**config.mk**
```make
export PLATFORM = sky130hd
export DESIGN_NAME = rc_switch_mode_decoder_top_flat
export DESIGN_NICKNAME = d
export VERILOG_FILES = /design/src/sv/rcsm_pkg.sv /design/src/sv/rcsm_ifs.sv /design/src/sv/rc_switch_mode_decoder_top.sv /design/src/flat_wrapper.sv
export SDC_FILE = /design/constraint.sdc
export NUM_CORES = 2
export LEC_CHECK = 0
export ABC_AREA = 1
export BUFFER_PORTS_ARGS = -buffer_cell sky130_fd_sc_hd__buf_2
export CORE_MARGIN = 3
export CORE_UTILIZATION = 60
export CTS_CLUSTER_DIAMETER = 40
export DETAILED_ROUTE_END_ITERATION = 8
export PLACE_DENSITY_LB_ADDON = 0.3
export SLEW_MARGIN = 20
export SYNTH_ARGS = -nofsm -noshare
export SYNTH_HDL_FRONTEND = slang
export SYNTH_SLANG_ARGS = --single-unit
```
**constraint.sdc**
```tcl
create_clock -name clock -period 15.49 [get_ports clock]
set_input_delay 4.647 -clock clock [delete_from_list [all_inputs] [get_ports clock]]
set_output_delay 4.647 -clock clock [all_outputs]
set_load 0.02 [all_outputs]
```
**src/sv/rcsm_pkg.sv**
```systemverilog
// Types, constants and helper functions shared by the RC switch mode decoder.
package rcsm_pkg;

   // Field widths
   localparam int unsigned RAW_W  = 12;   // raw pulse width
   localparam int unsigned GAIN_W = 15;   // gain register
   localparam int unsigned VEL_W  = 16;   // signed velocity field
   localparam int unsigned CSR_IDX_W = 2;

   // Scaling datapath widths: |offset| * gain, then division by 419 via reciprocal
   localparam int unsigned PROD_W      = RAW_W + GAIN_W;   // 27 bits
   localparam int unsigned RECIP_W     = 28;
   localparam int unsigned RECIP_SHIFT = 36;
   localparam int unsigned FULL_W      = PROD_W + RECIP_W;
   localparam int unsigned QUOT_W      = 18;               // max quotient below 2^18
   // ceil(2^36 / 419): exact floor division for every product below 2^27
   localparam logic [RECIP_W-1:0] RECIP = 28'd164008298;

   // Snap targets
   localparam logic [RAW_W-1:0] SNAP_LOW  = 12'd1095;
   localparam logic [RAW_W-1:0] SNAP_MID  = 12'd1514;
   localparam logic [RAW_W-1:0] SNAP_HIGH = 12'd1933;

   // Window edges (closed windows; switch A/D use them as open windows)
   localparam logic [RAW_W-1:0] LOW_LO  = 12'd1075;
   localparam logic [RAW_W-1:0] LOW_HI  = 12'd1115;
   localparam logic [RAW_W-1:0] MID_LO  = 12'd1494;
   localparam logic [RAW_W-1:0] MID_HI  = 12'd1534;
   localparam logic [RAW_W-1:0] HIGH_LO = 12'd1913;
   localparam logic [RAW_W-1:0] HIGH_HI = 12'd1953;

   // Saturation limits
   localparam logic [QUOT_W-1:0] POS_LIMIT = 18'd32767;
   localparam logic [QUOT_W-1:0] NEG_LIMIT = 18'd32768;
   localparam logic signed [VEL_W-1:0] VEL_MAX = 16'sh7FFF;
   localparam logic signed [VEL_W-1:0] VEL_MIN = 16'sh8000;

   // Register indexes and reset values
   localparam logic [CSR_IDX_W-1:0] CSR_LINEAR_GAIN     = 2'd0;
   localparam logic [CSR_IDX_W-1:0] CSR_ANGULAR_GAIN    = 2'd1;
   localparam logic [CSR_IDX_W-1:0] CSR_BODY_ANGLE_GAIN = 2'd2;
   localparam logic [GAIN_W-1:0] LINEAR_GAIN_RST     = 15'd1000;
   localparam logic [GAIN_W-1:0] ANGULAR_GAIN_RST    = 15'd1000;
   localparam logic [GAIN_W-1:0] BODY_ANGLE_GAIN_RST = 15'd18000;

   typedef enum logic [1:0] {
      SRC_REMOTE  = 2'd0,
      SRC_BUS     = 2'd1,
      SRC_STANDBY = 2'd2
   } source_type;

   typedef enum logic [2:0] {
      KIND_PARK     = 3'd0,
      KIND_NEUTRAL  = 3'd1,
      KIND_DIAGONAL = 3'd2,
      KIND_SPIN     = 3'd3,
      KIND_SIDEWAYS = 3'd4,
      KIND_STRAIGHT = 3'd5,
      KIND_TURNING  = 3'd6
   } kind_type;

   // Decoded positions of the three mode switches
   typedef struct packed {
      logic a_lo;
      logic a_hi;
      logic d_lo;
      logic d_hi;
      logic c_lo;
      logic c_mid;
      logic c_hi;
   } switch_flags_type;

   // Three-position snap, inclusive windows, high window checked first
   function automatic logic [RAW_W-1:0] snap_three(input logic [RAW_W-1:0] v);
      logic [RAW_W-1:0] r;
      r = v;
      if (v >= HIGH_LO && v <= HIGH_HI) begin
         r = SNAP_HIGH;
      end else if (v >= LOW_LO && v <= LOW_HI) begin
         r = SNAP_LOW;
      end else if (v >= MID_LO && v <= MID_HI) begin
         r = SNAP_MID;
      end
      return r;
   endfunction

   // Two-position snap, exclusive windows
   function automatic logic [RAW_W-1:0] snap_two(input logic [RAW_W-1:0] v);
      logic [RAW_W-1:0] r;
      r = v;
      if (v > LOW_LO && v < LOW_HI) begin
         r = SNAP_LOW;
      end else if (v > HIGH_LO && v < HIGH_HI) begin
         r = SNAP_HIGH;
      end
      return r;
   endfunction

   // Apply sign and saturate a quotient magnitude to 16 bits
   function automatic logic signed [VEL_W-1:0] sat_vel(input logic [QUOT_W-1:0] q,
                                                      input logic neg);
      logic signed [VEL_W-1:0] r;
      if (!neg) begin
         r = (q > POS_LIMIT) ? VEL_MAX : VEL_W'(q);
      end else if (q >= NEG_LIMIT) begin
         r = VEL_MIN;
      end else begin
         r = VEL_W'(16'd0 - VEL_W'(q));
      end
      return r;
   endfunction

endpackage

```
**src/sv/rcsm_ifs.sv**
```systemverilog
// Request and response channel interfaces of the RC switch mode decoder.
interface rcsm_req_if;
   logic                      valid;
   logic                      ready;
   logic [rcsm_pkg::RAW_W-1:0] mode_switch;
   logic [rcsm_pkg::RAW_W-1:0] switch_a;
   logic [rcsm_pkg::RAW_W-1:0] throttle_stick;
   logic [rcsm_pkg::RAW_W-1:0] switch_d;
   logic [rcsm_pkg::RAW_W-1:0] switch_c;
   logic [rcsm_pkg::RAW_W-1:0] steer_stick;
   logic                      link_lost;

   modport source (output valid, mode_switch, switch_a, throttle_stick, switch_d,
                   switch_c, steer_stick, link_lost, input ready);
   modport sink   (input valid, mode_switch, switch_a, throttle_stick, switch_d,
                   switch_c, steer_stick, link_lost, output ready);
endinterface

interface rcsm_rsp_if;
   logic                             valid;
   logic                             ready;
   logic [1:0]                       control_source;
   logic [2:0]                       motion_kind;
   logic                             ackermann_steer;
   logic                             brake_on;
   logic signed [rcsm_pkg::VEL_W-1:0] linear_speed;
   logic signed [rcsm_pkg::VEL_W-1:0] turn_rate;
   logic signed [rcsm_pkg::VEL_W-1:0] heading_angle;
   logic                             publish_enable;

   modport source (output valid, control_source, motion_kind, ackermann_steer, brake_on,
                   linear_speed, turn_rate, heading_angle, publish_enable, input ready);
   modport sink   (input valid, control_source, motion_kind, ackermann_steer, brake_on,
                   linear_speed, turn_rate, heading_angle, publish_enable, output ready);
endinterface

```
**src/sv/rc_switch_mode_decoder_top.sv**
```systemverilog
// RC switch mode decoder: snaps RC pulse widths and turns them into a drive command.
//
// Usage: each transaction on req_ch carries one RC frame (six raw pulse widths and the
// link-lost flag). Each accepted frame yields exactly one transaction on rsp_ch with the
// control source, motion kind, steering model, brake, three saturated velocities and
// the publish flag. Gains are to be written through csr_we/csr_index/csr_wdata while
// idle; the block itself does not enforce this. Each frame passes through the input
// register, gain multiply, reciprocal multiply and output register.
// Throughput: one transaction per cycle while rsp_ch.ready is high; every stage is a
// single pass and the two multiplier stages are pipelined, so a frame can follow in every cycle.
// Held state (motion kind, ackermann, brake, last mode switch, takeover latch) is
// updated in the last stage, in frame order.
// Reset: synchronous; empties all stages, clears held state and loads the default gains.
// Stall: each stage loads when empty or when the stage after it moves on, so while a
// response waits on rsp_ch.ready the empty stages upstream keep taking frames; the
// pipeline stops only when all four stages are full.
module rc_switch_mode_decoder_top (
   input  logic                                 clock,
   input  logic                                 reset,
   rcsm_req_if.sink                             req_ch,
   rcsm_rsp_if.source                           rsp_ch,
   input  logic                                 csr_we,
   input  logic [rcsm_pkg::CSR_IDX_W-1:0]       csr_index,
   input  logic [rcsm_pkg::GAIN_W-1:0]          csr_wdata
);

   localparam int unsigned RAW_W  = rcsm_pkg::RAW_W;
   localparam int unsigned GAIN_W = rcsm_pkg::GAIN_W;
   localparam int unsigned PROD_W = rcsm_pkg::PROD_W;
   localparam int unsigned FULL_W = rcsm_pkg::FULL_W;
   localparam int unsigned QUOT_W = rcsm_pkg::QUOT_W;
   localparam int unsigned VEL_W  = rcsm_pkg::VEL_W;

   // ---------------------------------------------------------------- gain registers
   logic [GAIN_W-1:0] linear_gain_ff, angular_gain_ff, body_gain_ff;

   always_ff @(posedge clock) begin
      if (reset) begin
         linear_gain_ff  <= rcsm_pkg::LINEAR_GAIN_RST;
         angular_gain_ff <= rcsm_pkg::ANGULAR_GAIN_RST;
         body_gain_ff    <= rcsm_pkg::BODY_ANGLE_GAIN_RST;
      end else if (csr_we) begin
         case (csr_index)
            rcsm_pkg::CSR_LINEAR_GAIN:     linear_gain_ff  <= csr_wdata;
            rcsm_pkg::CSR_ANGULAR_GAIN:    angular_gain_ff <= csr_wdata;
            rcsm_pkg::CSR_BODY_ANGLE_GAIN: body_gain_ff    <= csr_wdata;
            default: ;
         endcase
      end
   end

   // ---------------------------------------------------------------- stage control
   logic s1_valid_ff, s2_valid_ff, s3_valid_ff, rsp_valid_ff;
   logic rsp_free, s3_free, s2_free, s1_free;
   logic s3_adv, s2_adv, s1_adv, req_take;

   assign rsp_free = !rsp_valid_ff || rsp_ch.ready;
   assign s3_free  = !s3_valid_ff || rsp_free;
   assign s2_free  = !s2_valid_ff || s3_free;
   assign s1_free  = !s1_valid_ff || s2_free;
   assign s3_adv   = s3_valid_ff && rsp_free;
   assign s2_adv   = s2_valid_ff && s3_free;
   assign s1_adv   = s1_valid_ff && s2_free;
   assign req_take = req_ch.valid && s1_free;

   assign req_ch.ready = s1_free;
   assign rsp_ch.valid = rsp_valid_ff;

   always_ff @(posedge clock) begin
      if (reset) begin
         s1_valid_ff  <= 1'b0;
         s2_valid_ff  <= 1'b0;
         s3_valid_ff  <= 1'b0;
         rsp_valid_ff <= 1'b0;
      end else begin
         if (s1_free)  s1_valid_ff  <= req_ch.valid;
         if (s2_free)  s2_valid_ff  <= s1_valid_ff;
         if (s3_free)  s3_valid_ff  <= s2_valid_ff;
         if (rsp_free) rsp_valid_ff <= s3_valid_ff;
      end
   end

   // ---------------------------------------------------------------- stage 1: input register
   logic [RAW_W-1:0] s1_mode_ff, s1_sa_ff, s1_throttle_ff, s1_sd_ff, s1_sc_ff, s1_steer_ff;
   logic             s1_lost_ff;

   always_ff @(posedge clock) begin
      if (req_take) begin
         s1_mode_ff     <= req_ch.mode_switch;
         s1_sa_ff       <= req_ch.switch_a;
         s1_throttle_ff <= req_ch.throttle_stick;
         s1_sd_ff       <= req_ch.switch_d;
         s1_sc_ff       <= req_ch.switch_c;
         s1_steer_ff    <= req_ch.steer_stick;
         s1_lost_ff     <= req_ch.link_lost;
      end
   end

   // ---------------------------------------------------------------- stage 2: snap and gain multiply
   logic [RAW_W-1:0] mode_snap, sa_snap, sd_snap, sc_snap, th_snap, st_snap;
   logic [RAW_W-1:0] lin_off, str_off;
   logic             lin_neg, str_neg;
   rcsm_pkg::switch_flags_type flags_in;

   always_comb begin
      mode_snap = rcsm_pkg::snap_three(s1_mode_ff);
      sa_snap   = rcsm_pkg::snap_two(s1_sa_ff);
      sd_snap   = rcsm_pkg::snap_two(s1_sd_ff);
      sc_snap   = rcsm_pkg::snap_three(s1_sc_ff);
      th_snap   = rcsm_pkg::snap_three(s1_throttle_ff);
      st_snap   = rcsm_pkg::snap_three(s1_steer_ff);

      flags_in.a_lo  = (sa_snap == rcsm_pkg::SNAP_LOW);
      flags_in.a_hi  = (sa_snap == rcsm_pkg::SNAP_HIGH);
      flags_in.d_lo  = (sd_snap == rcsm_pkg::SNAP_LOW);
      flags_in.d_hi  = (sd_snap == rcsm_pkg::SNAP_HIGH);
      flags_in.c_lo  = (sc_snap == rcsm_pkg::SNAP_LOW);
      flags_in.c_mid = (sc_snap == rcsm_pkg::SNAP_MID);
      flags_in.c_hi  = (sc_snap == rcsm_pkg::SNAP_HIGH);

      // stick offset from center as sign and magnitude
      lin_neg = (th_snap < rcsm_pkg::SNAP_MID);
      lin_off = lin_neg ? (rcsm_pkg::SNAP_MID - th_snap) : (th_snap - rcsm_pkg::SNAP_MID);
      str_neg = (st_snap < rcsm_pkg::SNAP_MID);
      str_off = str_neg ? (rcsm_pkg::SNAP_MID - st_snap) : (st_snap - rcsm_pkg::SNAP_MID);
   end

   logic [RAW_W-1:0]           s2_mode_ff;
   rcsm_pkg::switch_flags_type s2_flags_ff;
   logic                       s2_lost_ff, s2_lin_neg_ff, s2_str_neg_ff;
   logic [PROD_W-1:0]          s2_lin_mag_ff, s2_ang_mag_ff, s2_body_mag_ff;

   always_ff @(posedge clock) begin
      if (s1_adv) begin
         s2_mode_ff     <= mode_snap;
         s2_flags_ff    <= flags_in;
         s2_lost_ff     <= s1_lost_ff;
         s2_lin_neg_ff  <= lin_neg;
         s2_str_neg_ff  <= str_neg;
         s2_lin_mag_ff  <= PROD_W'(lin_off) * PROD_W'(linear_gain_ff);
         s2_ang_mag_ff  <= PROD_W'(str_off) * PROD_W'(angular_gain_ff);
         s2_body_mag_ff <= PROD_W'(str_off) * PROD_W'(body_gain_ff);
      end
   end

   // ---------------------------------------------------------------- stage 3: divide by 419
   logic [FULL_W-1:0] lin_full, ang_full, body_full;

   assign lin_full  = FULL_W'(s2_lin_mag_ff)  * FULL_W'(rcsm_pkg::RECIP);
   assign ang_full  = FULL_W'(s2_ang_mag_ff)  * FULL_W'(rcsm_pkg::RECIP);
   assign body_full = FULL_W'(s2_body_mag_ff) * FULL_W'(rcsm_pkg::RECIP);

   logic [RAW_W-1:0]           s3_mode_ff;
   rcsm_pkg::switch_flags_type s3_flags_ff;
   logic                       s3_lost_ff, s3_lin_neg_ff, s3_str_neg_ff;
   logic [QUOT_W-1:0]          s3_lin_q_ff, s3_ang_q_ff, s3_body_q_ff;

   always_ff @(posedge clock) begin
      if (s2_adv) begin
         s3_mode_ff    <= s2_mode_ff;
         s3_flags_ff   <= s2_flags_ff;
         s3_lost_ff    <= s2_lost_ff;
         s3_lin_neg_ff <= s2_lin_neg_ff;
         s3_str_neg_ff <= s2_str_neg_ff;
         s3_lin_q_ff   <= lin_full[rcsm_pkg::RECIP_SHIFT +: QUOT_W];
         s3_ang_q_ff   <= ang_full[rcsm_pkg::RECIP_SHIFT +: QUOT_W];
         s3_body_q_ff  <= body_full[rcsm_pkg::RECIP_SHIFT +: QUOT_W];
      end
   end

   // ---------------------------------------------------------------- stage 4: mode decode and held state
   logic [RAW_W-1:0]       prev_mode_ff, prev_mode_in;
   logic                   takeover_ff, takeover_in;
   rcsm_pkg::kind_type     held_kind_ff, held_kind_in;
   logic                   held_ack_ff, held_ack_in;
   logic                   held_brake_ff, held_brake_in;

   logic signed [VEL_W-1:0] lin_sat, ang_sat, body_sat;
   logic signed [VEL_W-1:0] lin_out, ang_out, body_out;
   rcsm_pkg::source_type    source;
   logic                    remote, bus, combo_stop, zero_vel;
   rcsm_pkg::switch_flags_type f;

   always_comb begin
      f        = s3_flags_ff;
      lin_sat  = rcsm_pkg::sat_vel(s3_lin_q_ff, s3_lin_neg_ff);
      ang_sat  = rcsm_pkg::sat_vel(s3_ang_q_ff, s3_str_neg_ff);
      body_sat = rcsm_pkg::sat_vel(s3_body_q_ff, s3_str_neg_ff);

      remote = (s3_mode_ff == rcsm_pkg::SNAP_HIGH);
      bus    = (s3_mode_ff == rcsm_pkg::SNAP_LOW);
      if (remote) begin
         source = rcsm_pkg::SRC_REMOTE;
      end else if (bus) begin
         source = rcsm_pkg::SRC_BUS;
      end else begin
         source = rcsm_pkg::SRC_STANDBY;
      end

      // mode switch change latches publishing
      prev_mode_in = s3_mode_ff;
      takeover_in  = takeover_ff || (s3_mode_ff != prev_mode_ff);

      held_kind_in  = held_kind_ff;
      held_ack_in   = held_ack_ff;
      held_brake_in = held_brake_ff;
      if (bus) begin
         held_kind_in = rcsm_pkg::KIND_PARK;
      end
      if (remote) begin
         if (f.a_lo && f.d_hi) begin
            held_kind_in = rcsm_pkg::KIND_NEUTRAL;
         end else if (f.a_lo && f.d_lo) begin
            held_kind_in = rcsm_pkg::KIND_PARK;
         end else if (f.a_hi && f.d_lo) begin
            if (f.c_lo) begin
               held_kind_in = rcsm_pkg::KIND_DIAGONAL;
            end else if (f.c_mid) begin
               held_kind_in = rcsm_pkg::KIND_SPIN;
            end else if (f.c_hi) begin
               held_kind_in = rcsm_pkg::KIND_SIDEWAYS;
            end
         end else if (f.a_hi && f.d_hi && f.c_hi) begin
            held_kind_in = (ang_sat == '0) ? rcsm_pkg::KIND_STRAIGHT
                                           : rcsm_pkg::KIND_TURNING;
         end
         held_ack_in   = f.a_hi && f.d_hi && f.c_mid;
         held_brake_in = f.a_hi && f.d_hi && f.c_lo;
      end

      // velocities only in remote mode, outside neutral/park and with a live link
      combo_stop = f.a_lo && (f.d_hi || f.d_lo);
      zero_vel   = !remote || combo_stop || s3_lost_ff;
      lin_out    = zero_vel ? '0 : lin_sat;
      ang_out    = zero_vel ? '0 : ang_sat;
      body_out   = zero_vel ? '0 : body_sat;
   end

   always_ff @(posedge clock) begin
      if (reset) begin
         prev_mode_ff  <= '0;
         takeover_ff   <= 1'b0;
         held_kind_ff  <= rcsm_pkg::KIND_PARK;
         held_ack_ff   <= 1'b0;
         held_brake_ff <= 1'b0;
      end else if (s3_adv) begin
         prev_mode_ff  <= prev_mode_in;
         takeover_ff   <= takeover_in;
         held_kind_ff  <= held_kind_in;
         held_ack_ff   <= held_ack_in;
         held_brake_ff <= held_brake_in;
      end
   end

   // ---------------------------------------------------------------- output register
   logic [1:0]              rsp_source_ff;
   logic [2:0]              rsp_kind_ff;
   logic                    rsp_ack_ff, rsp_brake_ff, rsp_publish_ff;
   logic signed [VEL_W-1:0] rsp_lin_ff, rsp_ang_ff, rsp_body_ff;

   always_ff @(posedge clock) begin
      if (s3_adv) begin
         rsp_source_ff  <= source;
         rsp_kind_ff    <= held_kind_in;
         rsp_ack_ff     <= held_ack_in;
         rsp_brake_ff   <= held_brake_in;
         rsp_lin_ff     <= lin_out;
         rsp_ang_ff     <= ang_out;
         rsp_body_ff    <= body_out;
         rsp_publish_ff <= takeover_in;
      end
   end

   assign rsp_ch.control_source  = rsp_source_ff;
   assign rsp_ch.motion_kind     = rsp_kind_ff;
   assign rsp_ch.ackermann_steer = rsp_ack_ff;
   assign rsp_ch.brake_on        = rsp_brake_ff;
   assign rsp_ch.linear_speed    = rsp_lin_ff;
   assign rsp_ch.turn_rate       = rsp_ang_ff;
   assign rsp_ch.heading_angle   = rsp_body_ff;
   assign rsp_ch.publish_enable  = rsp_publish_ff;

endmodule
```
**src/flat_wrapper.sv**
```systemverilog
// flat-port wrapper written by rule: the top's interface ports become plain ports
module rc_switch_mode_decoder_top_flat 
  (clock, reset, csr_we, csr_index, csr_wdata, req_ch_valid, req_ch_mode_switch, req_ch_switch_a, req_ch_throttle_stick, req_ch_switch_d, req_ch_switch_c, req_ch_steer_stick, req_ch_link_lost, req_ch_ready, rsp_ch_valid, rsp_ch_control_source, rsp_ch_motion_kind, rsp_ch_ackermann_steer, rsp_ch_brake_on, rsp_ch_linear_speed, rsp_ch_turn_rate, rsp_ch_heading_angle, rsp_ch_publish_enable, rsp_ch_ready);
  rcsm_req_if req_ch_i ();
  rcsm_rsp_if rsp_ch_i ();
  input  logic clock;
  input  logic reset;
  input  logic csr_we;
  input  logic [rcsm_pkg::CSR_IDX_W-1:0] csr_index;
  input  logic [rcsm_pkg::GAIN_W-1:0] csr_wdata;
  input wire logic [$bits(req_ch_i.valid)-1:0] req_ch_valid;
  input wire logic [$bits(req_ch_i.mode_switch)-1:0] req_ch_mode_switch;
  input wire logic [$bits(req_ch_i.switch_a)-1:0] req_ch_switch_a;
  input wire logic [$bits(req_ch_i.throttle_stick)-1:0] req_ch_throttle_stick;
  input wire logic [$bits(req_ch_i.switch_d)-1:0] req_ch_switch_d;
  input wire logic [$bits(req_ch_i.switch_c)-1:0] req_ch_switch_c;
  input wire logic [$bits(req_ch_i.steer_stick)-1:0] req_ch_steer_stick;
  input wire logic [$bits(req_ch_i.link_lost)-1:0] req_ch_link_lost;
  output wire logic [$bits(req_ch_i.ready)-1:0] req_ch_ready;
  output wire logic [$bits(rsp_ch_i.valid)-1:0] rsp_ch_valid;
  output wire logic [$bits(rsp_ch_i.control_source)-1:0] rsp_ch_control_source;
  output wire logic [$bits(rsp_ch_i.motion_kind)-1:0] rsp_ch_motion_kind;
  output wire logic [$bits(rsp_ch_i.ackermann_steer)-1:0] rsp_ch_ackermann_steer;
  output wire logic [$bits(rsp_ch_i.brake_on)-1:0] rsp_ch_brake_on;
  output wire logic [$bits(rsp_ch_i.linear_speed)-1:0] rsp_ch_linear_speed;
  output wire logic [$bits(rsp_ch_i.turn_rate)-1:0] rsp_ch_turn_rate;
  output wire logic [$bits(rsp_ch_i.heading_angle)-1:0] rsp_ch_heading_angle;
  output wire logic [$bits(rsp_ch_i.publish_enable)-1:0] rsp_ch_publish_enable;
  input wire logic [$bits(rsp_ch_i.ready)-1:0] rsp_ch_ready;
  assign req_ch_i.valid = req_ch_valid;
  assign req_ch_i.mode_switch = req_ch_mode_switch;
  assign req_ch_i.switch_a = req_ch_switch_a;
  assign req_ch_i.throttle_stick = req_ch_throttle_stick;
  assign req_ch_i.switch_d = req_ch_switch_d;
  assign req_ch_i.switch_c = req_ch_switch_c;
  assign req_ch_i.steer_stick = req_ch_steer_stick;
  assign req_ch_i.link_lost = req_ch_link_lost;
  assign req_ch_ready = req_ch_i.ready;
  assign rsp_ch_valid = rsp_ch_i.valid;
  assign rsp_ch_control_source = rsp_ch_i.control_source;
  assign rsp_ch_motion_kind = rsp_ch_i.motion_kind;
  assign rsp_ch_ackermann_steer = rsp_ch_i.ackermann_steer;
  assign rsp_ch_brake_on = rsp_ch_i.brake_on;
  assign rsp_ch_linear_speed = rsp_ch_i.linear_speed;
  assign rsp_ch_turn_rate = rsp_ch_i.turn_rate;
  assign rsp_ch_heading_angle = rsp_ch_i.heading_angle;
  assign rsp_ch_publish_enable = rsp_ch_i.publish_enable;
  assign rsp_ch_i.ready = rsp_ch_ready;
  rc_switch_mode_decoder_top u_core (.clock(clock), .reset(reset), .req_ch(req_ch_i), .rsp_ch(rsp_ch_i), .csr_we(csr_we), .csr_index(csr_index), .csr_wdata(csr_wdata));
endmodule
```
==> flow_summary_export.csv <==
group,metric,value,unit
routing,vias,51800,
worst_setup_path,crit_slowest_cell,"nor2_1",
clock_network,clockBufferDepth,3,
synthesis,synth_common_cells,"2,472 x inv_1, 1,143 x fa_1, 1,091 x ha_1, 833 x nand2_1, 459 x nor2_1",
routing,via_per_inst,5.39,
placed_design,dp_hpwl,149,mm
layout,syn_to_final_growth,5.60,%
clock_network,cts_buffers,50,
clock_network,holdBufCountCts,0,
placed_design,io_buffers,152,
worst_setup_path,crit_path_end_kind,"output port",
floorplanning,fp.coreArea,116000,um^2
clock_network,cts_setup_buffers,0,
routing,firstDrtPassIters,8,
clock_network,cts-root-buf,"clkbuf_16",
global_routing,grt_use_total,0.295,
routing,drt-initial-drc-count,3594,
worst_setup_path,cp_top_family,"simple AND/OR/NAND/NOR gates",
clock_network,clock_latency,0.65,ns
synthesis,ys.warnings.count,0,
clock_network,post_cts_resized,0,
synthesis,synth_area,70500,um^2
floorplanning,io_pins,153,
synthesis,async_flop_share,0,
synthesis,avgSynthCellArea,8.88,um^2
clock_network,cts_max_level,2,
worst_setup_path,critPathKind,"input port to output port",
worst_setup_path,reg2reg_depth,33,
timing,setup_viol_count_final,0,
clock_network,cts_tree,"done",
timing,hold_viol_final,0,
floorplanning,initial_core_util,0.606,
global_routing,grt_max_degree,78,
synthesis,ys_top_cells_by_area,"fa_1 32%, ha_1 19%, inv_1 13%",
timing,fin_crit,10.56,ns
timing,finalMaxSlewViolations,0,
worst_setup_path,critPathLaunchType,"input port",
timing,grt_setup_unrepaired,"no",
worst_setup_path,r2r_slack,7.16,ns
clock_network,path_clk_slew,0.05,ns
synthesis,synth_nets,10300,
routing,antenna_left,0,
layout,multi_input_area,50000,um^2
worst_setup_path,cp_data_arrival_time,5.91,ns
worst_setup_path,critical_path_buf_inv_count,6,
job,drv_cap,0,
floorplanning,die_y,349,um
worst_setup_path,crit_cells,10,
worst_setup_path,slowest_delay,0.25,ns
worst_hold_path,hold_class,"flip-flop to flip-flop",
routing,totalWireLength,175,mm
clock_network,numClockSinks,375,
layout,final_nets,10400,
synthesis,synth_flop_cell,"edfxtp_1",
floorplanning,dieWidth,349,um
timing,relSlewSlack,0.317,
worst_setup_path,cp_max_fo,3,
timing,tns,0,ns
floorplanning,fp-row-count,125,
global_routing,grt_pass1_wl,285,mm
timing,fmax,94.7,MHz
synthesis,synth-edff-count,308,
synthesis,yosysTopAreaCell,"fa_1",
worst_setup_path,crit_chain,"buf_2 -> nor2_1 -> inv_1 -> nor2_1 -> inv_1 -> nor2_1 -> inv_1 -> nor2_1 -> inv_1 -> buf_2",
placed_design,gp_congestion,0.994,
timing,period_share,0.681,
worst_setup_path,cp.required,10.84,ns
global_routing,grt-ovfl-total,0,
global_routing,antenna_found_initial,11,
synthesis,ys_seq_area_frac,0.150,
timing,clock_skew,0.0602,ns
synthesis,synth_cell_types,60,
layout,fillers,9786,
synthesis,netlist_instances,7940,
worst_hold_path,hold_path_depth,0,
synthesis,yosysMostFrequentCell,"inv_1",
routing,wl_per_cell,18.2,um
routing,drc,0,
layout,ff_latch_area,10600,um^2
synthesis,netlist.area_leader.share,0.325,
global_routing,first_global_vias,54400,
run_status,status,"finished, final reports clean",
timing,worstMarginPinSlew,1.02,ns
synthesis,ys_seq_elements,375,
layout,drive_above_1_share,0.0465,
floorplanning,dieArea,122000,um^2
==> logic make-up (layout without fill, tap and decap cells) <==
| group | after synthesis | after routing | share of synthesized area |
|---|---|---|---|
| DFF | 375 | 375 | 0.150 |
| other | 0 | 6 | 0 |
| muxes | 1 | 1 | 0.000142 |
| AOI/OAI and AO/OA | 790 | 790 | 0.0620 |
| adders and majority gates | 2234 | 2234 | 0.518 |
| and+or+nand+nor | 1776 | 1776 | 0.108 |
| buffers and inverters | 2603 | 2753 | 0.141 |
| xor gates and xnor gates | 161 | 161 | 0.0202 |
==> final cells by class <==
class                      count  share of cell area
timing repair buffer         168              0.0118
sequential                   375               0.142
clock inverter                35             0.00491
clock buffer                  58              0.0176
antenna                        6            0.000202
tap                         1524              0.0256
inverter                    2492               0.126
multi-input combinational   4962               0.672
==> flip-flops by register name, summed over array words and instances (netlist names), 15 cells and up <==
register and flops:
u_core.s3_ang_q_ff 18, u_core.linear_gain_ff 15, u_core.angular_gain_ff 15, u_core.s2_lin_mag_ff 27, u_core.s2_ang_mag_ff 27, u_core.s3_body_q_ff 18, u_core.s3_lin_q_ff 18, u_core.body_gain_ff 15
u_core.rsp_ch.heading_angle 16, u_core.rsp_ch.turn_rate 16, u_core.rsp_ch.linear_speed 16, u_core.s2_body_mag_ff 27
==> worst reg2reg max path, delay by kind of cell (launching register included) <==
kind	cells	cell delay [ns]
muxes	1	0.17
DFF	1	0.44
buffers and inverters	7	0.93
and+or+nand+nor	10	1.70
adders and majority gates	7	3.07
AOI/OAI and AO/OA	7	1.55
xor gates and xnor gates	1	0.16
==> routing by layer <==
layer / global-route usage / vias to the layer above / wire, um
li1: - / 24400 / -
met2: 0.479 / 1762 / 79900
met3: 0.0606 / 322 / 14600
met4: 0.0742 / 10 / 5000
met5: 0 / - / 72
met1: 0.407 / 25300 / 75200
==> path summary, 6_finish.rpt <==
path,from,end
worst max-delay path,rsp_ch_ready,req_ch_ready
worst min-delay path,u_core.s2_mode_ff[10],u_core.prev_mode_in[10]
worst min register to register,u_core.s2_mode_ff[10],u_core.prev_mode_in[10]
worst max register to register,u_core.s1_steer_ff[11],u_core.s2_body_mag_ff[20]
==> cell usage in the layout (no fill, tap or decap), types with 10 or more instances in the layout <==
cell type,n
a21o_1,17
a21oi_1,363
a31oi_1,49
buf_2,152
buf_4,16
clkbuf_16,51
clkinv_2,11
dfxtp_1,67
edfxtp_1,308
fa_1,1143
ha_1,1091
inv_1,2469
inv_2,15
nand2_1,833
nand2_2,26
nand2_4,11
nand3_1,264
nand3_2,10
nand3b_1,13
nand4_1,37
nor2_1,457
nor2_2,31
nor3_1,43
nor4_1,24
o211ai_1,28
o21a_1,15
o21ai_0,244
o21bai_1,14
o31ai_1,10
or2_2,10
xnor2_1,59
xor2_1,100
==> through the flow <==
| step | cells | setup slack, ns | hold WS (ns) | utilization | area (um^2) |
|---|---|---|---|---|---|
| 2_1_floorplan | 7940 | 5.53 | 0.400 | - | 70500 |
| 6_report | 9620 | 4.93 | 0.416 | 0.640 | 74400 |
| 3_3_place_gp | 9521 | 4.85 | 0.402 | 0.625 | 72700 |
| 5_1_grt | 9614 | 4.71 | 0.422 | 0.639 | 74400 |
| 4_1_cts | 9614 | 4.93 | 0.409 | 0.639 | 74400 |
| 3_5_place_dp | 9521 | 4.93 | 0.405 | 0.625 | 72700 |
Power is not shown: default switching activity piles up to over one toggle a cycle in this logic, so the estimate is an artifact.
